<file path="src/rtl/core/fwt_pkg.sv">
// ----------------------------------------------------------------------------
// fwt_pkg
// Types, field widths and status codes shared by the futex waiter table.
// ----------------------------------------------------------------------------
package fwt_pkg;

  localparam int SLOTS       = 64;
  localparam int SLOT_W      = $clog2(SLOTS);
  localparam int MAX_RESULTS = 64;
  localparam int CNT_W       = $clog2(MAX_RESULTS + 1);
  localparam int ADDR_W      = 48;
  localparam int WORD_W      = 64;
  localparam int ID_W        = 8;
  localparam int TMO_W       = 32;
  localparam int TIME_W      = 64;

  localparam logic [1:0] OP_WAIT = 2'd0;
  localparam logic [1:0] OP_WAKE = 2'd1;
  localparam logic [1:0] OP_TICK = 2'd2;

  localparam logic [2:0] ST_QUEUED   = 3'd0;
  localparam logic [2:0] ST_WOKEN    = 3'd1;
  localparam logic [2:0] ST_TIMEDOUT = 3'd2;
  localparam logic [2:0] ST_CHANGED  = 3'd3;
  localparam logic [2:0] ST_NOSLOT   = 3'd4;
  localparam logic [2:0] ST_INVALID  = 3'd5;
  localparam logic [2:0] ST_NONE     = 3'd6;

  // scan mode of the head unit
  localparam logic [1:0] MODE_SINGLE = 2'd0;
  localparam logic [1:0] MODE_WAIT   = 2'd1;
  localparam logic [1:0] MODE_WAKE   = 2'd2;
  localparam logic [1:0] MODE_TICK   = 2'd3;

  typedef struct packed {
    logic [1:0]        op;
    logic [ADDR_W-1:0] addr;
    logic [WORD_W-1:0] word_value;
    logic [WORD_W-1:0] count_or_expected;
    logic [ID_W-1:0]   waiter_id;
    logic [TMO_W-1:0]  timeout_ticks;
  } item_t;

  typedef struct packed {
    logic [2:0]       status;
    logic [ID_W-1:0]  who;
    logic [CNT_W-1:0] woken_so_far;
    logic             last;
  } result_t;

  typedef struct packed {
    logic [ADDR_W-1:0] addr;
    logic [ID_W-1:0]   waiter;
    logic [TIME_W-1:0] deadline;
  } slot_t;

  typedef struct packed {
    logic [1:0]        mode;
    logic [ADDR_W-1:0] addr;
    logic [ID_W-1:0]   wid;
    logic [TIME_W-1:0] deadline;
    logic [TIME_W-1:0] now;
    logic [CNT_W-1:0]  n;
    logic [CNT_W-1:0]  cnt_lo;
    logic              cnt_hi_nz;
    logic              placed;
  } head_ctl_t;

endpackage

</file>
<file path="src/rtl/core/fwt_cell.sv">
// ----------------------------------------------------------------------------
// fwt_cell
// One waiter slot of the ring; takes its neighbor's slot on each shift.
// ----------------------------------------------------------------------------
module fwt_cell (
  input  logic          clk,
  input  logic          rst,
  input  logic          shift,
  input  fwt_pkg::slot_t d,
  output fwt_pkg::slot_t q
);

  always_ff @(posedge clk) begin
    if (rst) begin
      q <= '0;
    end else if (shift) begin
      q <= d;
    end
  end

endmodule

</file>
<file path="config.mk">
export PLATFORM = sky130hd
export DESIGN_NAME = fwt_cell
export DESIGN_NICKNAME = d
export VERILOG_FILES = /design/src/rtl/core/fwt_pkg.sv /design/src/rtl/core/fwt_cell.sv
export SDC_FILE = /design/constraint.sdc
export NUM_CORES = 1
export LEC_CHECK = 0
export BUFFER_PORTS_ARGS = -buffer_cell sky130_fd_sc_hd__buf_2
export CORE_MARGIN = 10
export CORE_UTILIZATION = 30
export CTS_BUF_LIST = sky130_fd_sc_hd__clkbuf_16
export CTS_CLUSTER_DIAMETER = 100
export DETAILED_ROUTE_END_ITERATION = 8
export PLACE_DENSITY_LB_ADDON = 0.15
export SLEW_MARGIN = 15
export SYNTH_ARGS = -nofsm -noshare
export SYNTH_HDL_FRONTEND = slang
export SYNTH_SLANG_ARGS = --single-unit
</file>
<file path="constraint.sdc">
create_clock -name clk -period 0.8 [get_ports clk]
set_input_delay 0.04 -clock clk [delete_from_list [all_inputs] [get_ports clk]]
set_output_delay 0.04 -clock clk [all_outputs]
set_load 0.01 [all_outputs]
</file>
**After elaboration in Yosys (flattened, before gate mapping)**

Cells that the tools add are included.
W data, S select, Z words.

- Register bits: 120
- Input bits: 123
- Logic and storage cells: 3

**Logic depth before layout (Yosys ltp)**

- Word-level depth: 0
- Mapped depth: 5

**Worst setup path before layout**

Ideal clock, no wire load.

- Path type: input -> register
- Start: input shift
- End: register q[100] (netlist name)
- Library setup time: 0.128 ns
- Arrival: 0.663 ns
- Path slack: 0.010 ns
- Cell stages on the path: 5
- Buffers on the path: 3
- Cells stage by stage: buf_4 > buf_12 > buf_12 > mux2i_1 > nor2_1

RTL lines:

| what | line | RTL |
|---|---|---|
| start, declared | fwt_cell.sv:8 | `input logic shift,` |
| end signal, assigned | fwt_cell.sv:15 | `q <= '0;` |
| end signal, assigned | fwt_cell.sv:17 | `q <= d;` |
| end, declared | fwt_cell.sv:10 | `output fwt_pkg::slot_t q` |

**Final worst setup path**

- Start: register q[101] (netlist name)
- End: output q[101] (netlist name)

No word-level cell between the ends.

==> summary.md <==
| Metric | Value |
|---|---|
| CP Depth | `1` |
| Crit path cell chain | `buf_6` |
| Critical Path Source | `q[101]$_SDFFE_PP0P_` |
| Vias post-DR | `4199` |
| Switching pwr | `3.95 mW` |
| Initial cell density of the core | `31.0%` |
| Comb pwr share | `16.3%` |
| Largest net degree at the start of global routing | `44` |
| Crit start category | `flip-flop` |
| Biggest regs | `q (120)` |
| Worst slew margin | `75.9%` |
| Failing checks | `negative setup slack` |
| Worst skew pair latency | `410 ps` |
| Critical path type | `reg2out` |
| Register area | `0.00255 mm²` |
| Iter 0 DRT Violations | `140` |
| CTS tree | `done` |
| Row count | `43` |
| Yosys top cell by area | `dfxtp_1` |
| Synth warn | `0` |
| PortBufs | `242` |
| Worst R2R Start | `q[29]$_SDFFE_PP0P_` |
| Clock slew at reported path FFs | `50 ps` |
| Core area | `0.0140 mm²` |
| Largest stage delay, worst path | `350 ps` |
| Prevailing post-synth register cell | `dfxtp_1` |
| Hold slack | `55.5 ps` |
| Fraction of layout instances using a drive strength above 1 | `53.1%` |
| Crit. End Element | `primary output` |
| Final Net Count | `894` |
| Mapped cell area | `0.00435 mm²` |
| Clock buffer depth | `2` |
| Initial antenna violation count | `0` |
| Worst vdd ir | `0.00170 V` |
| Data arrival, critical path | `880 ps` |
| Die X-Extent | `140 µm` |
| Die Y | `140 µm` |
| Max-cap viol count | `0` |
| Setup TNS | `-10670 ps` |
| Status | `finished, violations left` |
| Fin crit period | `917 ps` |
| Area of the multi-input gates | `0.00165 mm²` |
| Share of the synthesized area in the top cell type | `55.3%` |
| Via/cell ratio | `4.36` |
| Synth async-reset ratio | `0%` |
| Worst-path fanout max | `2` |
| Buf+Inv Stages, Crit Path | `1` |
| Area Growth Syn to Fin | `94.4%` |
| CTS sink count | `120` |
| Clock power frac | `44.0%` |
| Root Buffer | `clkbuf_16` |
| Detailed Route WL | `16.2 mm` |
| Switch share | `23.5%` |
| Crit path max-delay family | `flip-flops` |
| Hold Crit Start | `shift` |
| Yosys cell types | `7` |
| Num CTS Buffers | `17` |
| Vias in the first global route | `4755` |
| Worst R2R Path Depth | `4` |
| Slew @ Worst Pin | `360 ps` |
| Post-DP HPWL | `9.95 mm` |
| Total power | `16.8 mW` |
| Diode count | `0` |
| P_leak | `4.13 nW` |
| Syn Area/Cell | `11.2 µm²` |
| Cells after Synth | `387` |
| Total track usage | `16.1%` |
| Biggest register | `q` |
| Post-route DRC violation count | `0` |
| Die area | `0.0197 mm²` |
| Syn Nets | `510` |
| Unrepaired setup endpoints after global routing | `true` |
| Internal power | `12.9 mW` |
| CP required | `760 ps` |
| Peak Freq | `1090 MHz` |
| Setup violators final | `121` |
| Max reg flops | `120` |
| Crit-path slowest cell | `dfxtp_2` |
| Setup ws final | `-117 ps` |
| Most frequent cells after synthesis | `dfxtp_1 (120), mux2i_1 (120), nor2_1 (120)` |
| Final GP Congestion | `0.775` |
| Synth top area cells | `dfxtp_1 (55%), mux2i_1 (28%), nor2_1 (10%), buf_12 (5.1%), clkbuf_1 (1.0%)` |
| Fin crit share | `115%` |
| Number of synthesized register bits | `120` |
| Antenna viol nets, final | `0` |
| Layout fillers | `1101` |
| Final Hold Viols | `0` |
| Routed length per instance | `16.8 µm` |
| Clk_skew | `0 ps` |
| Min-Delay Path Depth | `3` |
| Cell Pwr Density | `1990 mW/mm²` |
| Register area share after synthesis | `55.3%` |
| Type of the worst min-delay path | `in2reg` |
| Htree depth | `4` |
| DR pass1 iterations | `4` |
| Seq pwr share | `39.7%` |
| First-pass GRT wire length | `25.4 mm` |
| I/O pin cnt | `243` |
| Number of synthesized flops with an enable pin | `0` |
| Slew Limit Fails | `0` |
| GRT overflow | `0` |
## kinds of logic after synthesis
kind of cell           count (synthesis)  share of synthesized area (%)
buffers and inverters                 27                           6.74
and+or+nand+nor                      120                           10.4
DFF                                  120                           55.3
muxes                                120                           27.6
## stage by stage
step	worst slack [ps]	instance area, µm²	cells	util (%)
after floorplan	9.71	4350	387	-
after global placement	-72.8	5710	804	40.7
after detailed placement	-94.0	5710	804	40.7
after CTS	-135	8400	958	59.8
after global routing	-153	8450	964	60.2
final	-117	8450	964	60.2
## power groups by stage
stage,Sequential [mW],Combinational (mW),Clock [mW]
6_report,6.68,2.74,7.42
5_1_grt,6.72,2.95,7.80
4_1_cts,6.67,2.67,7.58
3_5_place_dp,6.63,1.80,0
3_3_place_gp,6.62,1.78,0
2_1_floorplan,6.80,0.827,0
## repair_timing
action	4_1_cts	5_1_grt
resized for setup	242	0
buffers inserted	1	6
hold buffers	121	1
endpoints found under the setup margin	120	128
endpoints found under the hold margin	120	9
## worst paths after layout
check,to,slack (ps)
min,q[71]$_SDFFE_PP0P_,60
max,q[101],-120
min reg2reg,q[30]$_SDFFE_PP0P_,490
max reg2reg,q[29]$_SDFFE_PP0P_,-50
## placed cells by master, fill, tap and decap left out
master,count
buf_12,4
buf_2,120
buf_4,26
buf_6,121
bufinv_16,3
clkbuf_16,17
clkinv_1,4
clkinv_2,4
clkinvlp_4,1
dfxtp_2,120
dlygate4sd3_1,121
inv_1,3
mux2i_1,120
nor2_1,120
## metal layers
layer  vias to the layer above  track usage [%]  routed length, µm
met5                         -                0                  0
met4                         0             6.09                239
met3                        20             7.91               1550
met2                       178             27.9               8170
met1                      1956             16.3               6200
li1                       2045                -                  -
## final cells by class
class,instances,area share (%)
multi-input cells,240,19.5
clock inverters,15,1.70
well taps,180,2.67
clock buffers,17,5.04
repair buffers,392,40.8
flip-flops and latches,120,30.2
No activity file was read; power rests on OpenSTA's default activity.
