<file path="config.mk">
export PLATFORM = sky130hd
export DESIGN_NAME = fwt_head
export DESIGN_NICKNAME = d
export VERILOG_FILES = /design/src/rtl/core/fwt_pkg.sv /design/src/rtl/core/fwt_head.sv
export SDC_FILE = /design/constraint.sdc
export NUM_CORES = 1
export LEC_CHECK = 0
export ABC_CLOCK_PERIOD_IN_PS = 6400
export BUFFER_PORTS_ARGS = -buffer_cell sky130_fd_sc_hd__clkbuf_2
export CAP_MARGIN = 0
export CORE_AREA = 2 2 179 181
export DETAILED_ROUTE_END_ITERATION = 10
export DIE_AREA = 0 0 181 183
export PLACE_DENSITY = 0.44
export SLEW_MARGIN = 0
export SYNTH_ARGS = -nofsm -noshare
export SYNTH_HDL_FRONTEND = slang
export SYNTH_SLANG_ARGS = --single-unit
</file>
<file path="constraint.sdc">
create_clock -name vclk -period 6.4
set_clock_uncertainty 0.2 [all_clocks]
set_input_delay 0.64 -clock vclk [all_inputs]
set_output_delay 0.64 -clock vclk [all_outputs]
set_load 0.01 [all_outputs]
</file>
<file path="src/rtl/core/fwt_pkg.sv">
// ----------------------------------------------------------------------------
// fwt_pkg
// Types, field widths and status codes shared by the futex waiter table.
// ----------------------------------------------------------------------------
package fwt_pkg;

  localparam int SLOTS       = 64;
  localparam int SLOT_W      = $clog2(SLOTS);
  localparam int MAX_RESULTS = 64;
  localparam int CNT_W       = $clog2(MAX_RESULTS + 1);
  localparam int ADDR_W      = 48;
  localparam int WORD_W      = 64;
  localparam int ID_W        = 8;
  localparam int TMO_W       = 32;
  localparam int TIME_W      = 64;

  localparam logic [1:0] OP_WAIT = 2'd0;
  localparam logic [1:0] OP_WAKE = 2'd1;
  localparam logic [1:0] OP_TICK = 2'd2;

  localparam logic [2:0] ST_QUEUED   = 3'd0;
  localparam logic [2:0] ST_WOKEN    = 3'd1;
  localparam logic [2:0] ST_TIMEDOUT = 3'd2;
  localparam logic [2:0] ST_CHANGED  = 3'd3;
  localparam logic [2:0] ST_NOSLOT   = 3'd4;
  localparam logic [2:0] ST_INVALID  = 3'd5;
  localparam logic [2:0] ST_NONE     = 3'd6;

  // scan mode of the head unit
  localparam logic [1:0] MODE_SINGLE = 2'd0;
  localparam logic [1:0] MODE_WAIT   = 2'd1;
  localparam logic [1:0] MODE_WAKE   = 2'd2;
  localparam logic [1:0] MODE_TICK   = 2'd3;

  typedef struct packed {
    logic [1:0]        op;
    logic [ADDR_W-1:0] addr;
    logic [WORD_W-1:0] word_value;
    logic [WORD_W-1:0] count_or_expected;
    logic [ID_W-1:0]   waiter_id;
    logic [TMO_W-1:0]  timeout_ticks;
  } item_t;

  typedef struct packed {
    logic [2:0]       status;
    logic [ID_W-1:0]  who;
    logic [CNT_W-1:0] woken_so_far;
    logic             last;
  } result_t;

  typedef struct packed {
    logic [ADDR_W-1:0] addr;
    logic [ID_W-1:0]   waiter;
    logic [TIME_W-1:0] deadline;
  } slot_t;

  typedef struct packed {
    logic [1:0]        mode;
    logic [ADDR_W-1:0] addr;
    logic [ID_W-1:0]   wid;
    logic [TIME_W-1:0] deadline;
    logic [TIME_W-1:0] now;
    logic [CNT_W-1:0]  n;
    logic [CNT_W-1:0]  cnt_lo;
    logic              cnt_hi_nz;
    logic              placed;
  } head_ctl_t;

endpackage

</file>
<file path="src/rtl/core/fwt_head.sv">
// ----------------------------------------------------------------------------
// fwt_head
// Examines the slot at the head of the ring and decides queue, wake or
// timeout for it; returns the updated slot and a result when one is due.
// ----------------------------------------------------------------------------
module fwt_head (
  input  fwt_pkg::slot_t    entry,
  input  fwt_pkg::head_ctl_t ctl,
  output fwt_pkg::slot_t    entry_out,
  output logic              hit,
  output fwt_pkg::result_t  res
);

  logic free;
  logic below_cap;
  logic below_cnt;

  always_comb begin
    free      = (entry.addr == '0);
    below_cap = (ctl.n < fwt_pkg::CNT_W'(fwt_pkg::MAX_RESULTS));
    below_cnt = ctl.cnt_hi_nz || (ctl.n < ctl.cnt_lo);
    hit       = 1'b0;
    entry_out = entry;
    res       = '0;
    case (ctl.mode)
      fwt_pkg::MODE_WAIT: begin
        if (free && !ctl.placed) begin
          hit                = 1'b1;
          entry_out.addr     = ctl.addr;
          entry_out.waiter   = ctl.wid;
          entry_out.deadline = ctl.deadline;
          res.status         = fwt_pkg::ST_QUEUED;
          res.who            = ctl.wid;
        end
      end
      fwt_pkg::MODE_WAKE: begin
        if (!free && entry.addr == ctl.addr && below_cap && below_cnt) begin
          hit              = 1'b1;
          entry_out        = '0;
          res.status       = fwt_pkg::ST_WOKEN;
          res.who          = entry.waiter;
          res.woken_so_far = ctl.n + 1'b1;
        end
      end
      fwt_pkg::MODE_TICK: begin
        if (!free && entry.deadline != '0 && ctl.now >= entry.deadline && below_cap) begin
          hit        = 1'b1;
          entry_out  = '0;
          res.status = fwt_pkg::ST_TIMEDOUT;
          res.who    = entry.waiter;
        end
      end
      default: begin
        hit = 1'b0;
      end
    endcase
  end

endmodule

</file>
# Word-level counts from Yosys, hierarchy flattened
# Index checks and enable logic that the tools add are counted.
[word_totals]
out_inout_bits = 140
reg_bits = 0
elab_cells = 33
inputBits = 322
[classes]
n_mux = 13
n_addsub = 1
n_eq_ne = 4
n_reduce_logical = 12
n_lt_le_gt_ge = 3
[op_table]
columns = ["cell", "count"]
rows = [
  ["$mux W120", 3],
  ["$pmux W120 S3", 1],
  ["$ge A64 B64 Y1", 1],
  ["$reduce_bool A64 Y1", 1],
  ["$eq A48 B48 Y1", 1],
  ["$logic_not A48 Y1", 1],
  ["$pmux W11 S3", 1],
  ["$mux W16", 1],
  ["$mux W10", 1],
  ["$mux W8", 1],
  ["$add A7 B1 Y7 const B", 1],
  ["$logic_and A1 B1 Y1", 7],
  ["$lt A7 B7 Y1", 1],
  ["$lt A7 B7 Y1 const B", 1],
  ["$mux W7", 1],
  ["$eq A2 B2 Y1 const B", 2],
  ["$mux W1", 3],
  ["$pmux W1 S3", 1],
  ["$eq A2 B1 Y1 const B", 1],
  ["$logic_not A1 Y1", 2],
  ["$logic_or A1 B1 Y1", 1],
]

# Logic depth before layout (Yosys ltp)
# Gate-level depths: netlist of the first run.
[depth]
depth_word = 7
depth_mapped = 12
mapped_depth_nobuf = 11

# Worst setup path after synthesis of the first run
# OpenSTA, ideal clock, no wires.
[synth_timing]
path_kind = "input to output"
start = "input ctl[16] (netlist bit)"
end = "output entry_out[54] (netlist bit)"
required_ps = 5560
n_path_buf = 1
arrival_ps = 2853
stages = 12
setup_slack_ps = 2707
cell_sequence = "inv_1 > ha_1 > nand2b_1 > a2111oi_0 > o32ai_1 > a211o_1 > a32oi_1 > a21oi_2 > o21ai_2 > inv_2 > buf_2 > o21ai_0"
[synth_rtl]
columns = ["item", "line_no", "source"]
rows = [
  ["start, declared", "fwt_head.sv:8", "input fwt_pkg::head_ctl_t ctl,"],
  ["end, declared", "fwt_head.sv:9", "output fwt_pkg::slot_t entry_out,"],
]

==> results of run 1 <==
[worst max-delay path by stage]
stage | from | to | slack [ps] | cells after the start
finish | entry[15] | entry_out[31] | 1530 | 14
global route | entry[0] | entry_out[30] | 1220 | 13
CTS | entry[0] | entry_out[30] | 1380 | 13
detailed placement | entry[0] | entry_out[30] | 1390 | 13
global placement | entry[13] | entry_out[31] | 1430 | 14
floorplan | ctl[16] | entry_out[54] | 2710 | 12
[cells by family (layout without fill, tap and decap cells)]
kind of cell | after synthesis | in the layout | synth area share
xor+xnor | 53 | 53 | 0.113
buf+inv | 111 | 549 | 0.108
compound gates | 193 | 193 | 0.296
other cells | 1 | 3 | 0.000910
simple gates | 215 | 215 | 0.267
fa+ha+maj | 71 | 71 | 0.216
[cells in the mapped netlist (2+ instances only)]
master	count
nand2_1	94
inv_1	82
ha_1	71
o21ai_0	55
a22o_1	48
nor4_1	41
o21ai_1	37
xor2_1	37
a21oi_1	30
nand4_1	25
xnor2_1	16
clkbuf_1	13
nor2_1	13
buf_2	9
nor3_1	7
a21o_1	5
buf_4	5
nand2b_1	5
nor2b_1	5
nand3_1	4
or4_1	4
a211oi_1	3
and2_1	3
a2111oi_0	2
and3b_1	2
inv_2	2
nor3b_1	2
nor4b_1	2
o21a_1	2
or2_2	2
[placed cells by master (no fill, tap or decap), types with 13 or more instances in the layout]
master,instances
xnor2_1,16
ha_1,71
clkbuf_2,460
xor2_1,37
nor2_1,13
nor4_1,41
a21oi_1,30
nand2_1,94
inv_1,82
nand4_1,25
o21ai_1,37
a22o_1,48
o21ai_0,55
[tightest hold or removal path, stage by stage]
cell      delay [ps]
clkbuf_2         110
nor2_1            50
clkbuf_2         120
[power breakdown]
group | total, mW | internal, mW | switching, mW
combinational | 0.438 | 0.195 | 0.243
sequential | 0 | 0 | 0
clock | 0.0000000209 | 0.0000000209 | 0
total | 0.438 | 0.195 | 0.243
[metal layers]
layer  up-vias  GRT usage  wire [µm]
li1       3214          -          -
met1      2887      0.173      10700
met2       318      0.302      14300
met3        22     0.0278       2040
met4         0     0.0293        588
met5         -          0          0
[area by class of cell]
type	count	share of cell area
diodes	1	0.000365
inverters	84	0.0460
multi-input cells	534	0.538
well taps	402	0.0733
repair buffers	465	0.343
==> out/metrics.yaml, run 1 <==
power.total_mw: 0.438
drc_errors: 0
worst-path-buf-inv: 5
wl_mm: 27.6
wl_per_cell_um: 18.6
n_clock_buffer: 0
status: "finished clean"
rsz0062_at_grt: "false"
avgSynthCellArea_um2: 6.40
cts_resized: 0
post-place-cells: 1485
finalHoldViolCount: 0
cts_setup_buffers: 0
ir_drop_uv: 21.6
grt_pass1_vias: 6513
layout-drive-gt1-share: 0.437
critPathMaxFanout: 44
vias: 6441
max_slew.worst_pin.slew_ps: 874
netlist_area_um2: 4120
grt_pass1_wl_mm: 38.9
end_kind: "output pin"
finalCritPeriodShare: 0.761
dp_slack_ps: 1390
worstPathArrival_ps: 4030
multiInputGateArea_um2: 3690
dpl_cell_area_um2: 6860
cellLeakagePower_nw: 3.88
whs_ps: 1360
seq_cells: 0
core_area_um2: 31200
place_congestion: 0.912
cp_slowest_cell: "inv_2"
fin_cells: 1486
crit_type: "in -> out"
syn_inst: 644
hold_path_startpoint: "ctl[9]"
fin_util: 0.220
crit_path_frequent_cell: "clkbuf_2"
synth_top_area_frac: 0.216
io_pins: 462
setup_viol: 0
cp-start-kind: "input port"
synthToLayoutAreaGrowth_pct: 66.5
yosysWarnings: 0
hold_path.class: "in -> out"
drt-initial-drc-count: 211
dp_hpwl_mm: 25.2
maxSlewHeadroom: 0.412
slew_violations: 0
cts_hold_buffers: 0
die_w_um: 181
drv_cap: 0
die_h_um: 183
grt_max_degree: 64
hold_path_end: "res[1]"
setup_tns_ps: 0
seq_area_frac_synth: 0
synth_cell_type_count: 48
fin_crit_ps: 4870
n_fill_cell: 3653
max_stage_delay_ps: 590
fin_area_um2: 6860
firstDrtPassIters: 4
grt_usage: 0.154
antenna_found_initial: 1
cpLargestDelayFamily: "buffers and inverters"
ant_nets: 0
synthTopCellsByArea: "ha_1 22%, a22o_1 10%, nand2_1 8.6%, xor2_1 7.9%, inv_1 7.5%"
io_buffers: 460
gr-total-overflow: 0
clock.fmax_mhz: 205
setup_ws_ps: 1530
holdPathStages: 3
path_cells: "clkbuf_2, inv_1, ha_1, nand4_1, or4_1, o32ai_1, a211o_1, a32oi_1, a21oi_2, o21ai_4, inv_2, buf_4, o21ai_0, clkbuf_2"
viasPerCell: 4.33
synth_largest_area_cell: "ha_1"
rows: 65
regArea_um2: 0
start_util: 0.132
p_per_area_nw_per_um2: 63.9
die_area_um2: 33100
final_nets: 1478
critical_path_required_ps: 5560
(Power assumes the default switching activity.)
==> run 2, diff against run 1 <==
ABC_AREA = 1   (was not set)
ABC_CLOCK_PERIOD_IN_PS = 4200   (was 6400)
CORE_AREA = 2 2 180 182   (was 2 2 179 181)
DIE_AREA = 0 0 182 184   (was 0 0 181 183)
PLACE_DENSITY = 0.58   (was 0.44)
clock period = 4.2 ns   (was 6.4 ns; I/O delays follow)
==> run 2 against run 1 <==
  * Synthesized cell count up 140%
  * Worst setup slack lost 980 ps
  * Power rose by 150%
  * Wire length rose by 46%
  * First-iteration DRC count increased to 3.8 times the previous value
  * Cell count rose by 55%
  * Sequential share of layout area did not move
  * Global-route usage rose by 6.9 points
  * Non-clock buffer count increased by 17
  * Die area up 1.1%
  * Critical path type unchanged
  * Critical endpoint is now entry_out[108]
==> out/metrics.yaml, run 2 <==
yosysMostFrequentCell: "nand2_1"
synth_largest_area_cell: "nand2_1"
n_fill_cell: 3647
hold_path_startpoint: "ctl[9]"
end_kind: "output pin"
setup_viol: 0
drt-initial-drc-count: 803
avgSynthCellArea_um2: 5.05
yosys-top-cells-count: "483 x nand2_1, 265 x nand3_1, 148 x nand4_1, 144 x inv_1, 71 x ha_1"
core_area_um2: 31400
power.total_mw: 1.08
cts_resized: 0
layout-drive-gt1-share: 0.274
drv_cap: 0
synthToLayoutAreaGrowth_pct: 34.6
yosysWarnings: 0
ir_drop_uv: 38.0
start_util: 0.244
fin_crit_ps: 3650
cp-start-kind: "input port"
slew_violations: 0
max_slew.worst_pin.slew_ps: 867
netlist_area_um2: 7670
seq_cells: 0
dp_slack_ps: 647
holdPathStages: 3
rows: 65
layout_commonest_cell: "nand2_1"
critPathMaxFanout: 71
p_per_area_nw_per_um2: 105
regArea_um2: 0
fin_area_um2: 10300
dpl_cell_area_um2: 10300
cellLeakagePower_nw: 5.42
wl_per_cell_um: 17.4
rsz0062_at_grt: "false"
maxSlewHeadroom: 0.421
multiInputGateArea_um2: 6600
status: "finished clean"
cts_setup_buffers: 0
seq_area_frac_synth: 0
cts_hold_buffers: 0
ant_nets: 0
drc_errors: 0
syn_inst: 1518
antenna_found_initial: 3
setup_tns_ps: 0
grt_pass1_wl_mm: 60.2
die_h_um: 184
setup_ws_ps: 548
final_cell_mix: "483 x nand2_1, 460 x clkbuf_2, 265 x nand3_1"
clock.fmax_mhz: 274
n_clock_buffer: 0
synth_cell_type_count: 35
grt_pass1_vias: 11200
synthTopCellsByArea: "nand2_1 24%, nand3_1 17%, nand4_1 12%, ha_1 12%, inv_1 7.1%"
critical_path_required_ps: 3580
synth_top_area_frac: 0.236
startpoint: "entry[59]"
die_w_um: 182
dp_hpwl_mm: 31.5
vias: 12000
hold_path.class: "in -> out"
gr-total-overflow: 0
finalCritPeriodShare: 0.870
grt_max_degree: 81
worstPathArrival_ps: 3030
crit_type: "in -> out"
final_nets: 2294
firstDrtPassIters: 8
finalHoldViolCount: 0
die_area_um2: 33500
fin_util: 0.329
wl_mm: 40.2
viasPerCell: 5.19
place_congestion: 0.912
io_buffers: 460
grt_usage: 0.223
io_pins: 462
-- run 2: cell count changes after synthesis, sizes merged, moves of 22 or more --
cell / change
nand3: +262
nand2: +392
nand4: +123
xor2: -36
buf: +36
inv: +75
nor2: +62
nor4: -22
clkbuf: +39
a22o: -48
-- run 2: report_power, final --
part           switching, mW  leakage [nW]  internal, mW
Combinational          0.658          5.42         0.423
Sequential                 0             0             0
Clock                      0     0.0000190  0.0000000957
Total                  0.658          5.42         0.423
-- run 2: cells by family (layout without fill, tap and decap cells) --
kind of cell,after synthesis,count (layout),share of synthesized area
AO/OA/AOI/OAI,138,138,0.0950
buffers and inverters,261,641,0.142
AND/OR/NAND/NOR,1010,1010,0.604
adder cells (fa/ha/maj),71,71,0.116
other,1,5,0.000489
XOR/XNOR,37,37,0.0423
-- run 2: metal layers --
metal | up-vias | global-route usage | wire length (µm)
li1 | 5903 | - | -
met1 | 5343 | 0.274 | 16000
met2 | 636 | 0.392 | 19300
met3 | 85 | 0.0315 | 3280
met4 | 0 | 0.0923 | 1630
met5 | - | 0 | 0
-- run 2: metrics by stage --
step | instances | hold slack [ps]
2_1_floorplan | 1519 | 688
3_3_place_gp | 2301 | 942
3_5_place_dp | 2301 | 946
4_1_cts | 2301 | 948
5_1_grt | 2304 | 967
6_report | 2304 | 948
-- run 2: worst max-delay path, cell delays in order --
cell,delay [ps]
clkbuf_2,150
inv_1,70
ha_1,300
nand2_1,110
inv_1,110
nand3_1,80
nor3_1,240
nand2_1,140
nor2_1,100
nand2_1,50
nand2_1,60
nor2_1,50
nand2_2,200
nand2_4,180
buf_12,240
nand3_1,120
nand4_1,140
clkbuf_2,170
-- run 2: final cells by class --
class,count,share of cell area
antenna,3,0.000727
inverter,159,0.0586
multi-input combinational,1258,0.640
tap,402,0.0487
timing repair buffer,482,0.252
-- run 2: path summary, 6_finish.rpt --
path / to / slack, ps
max: entry_out[108] / 550
min: res[1] / 950
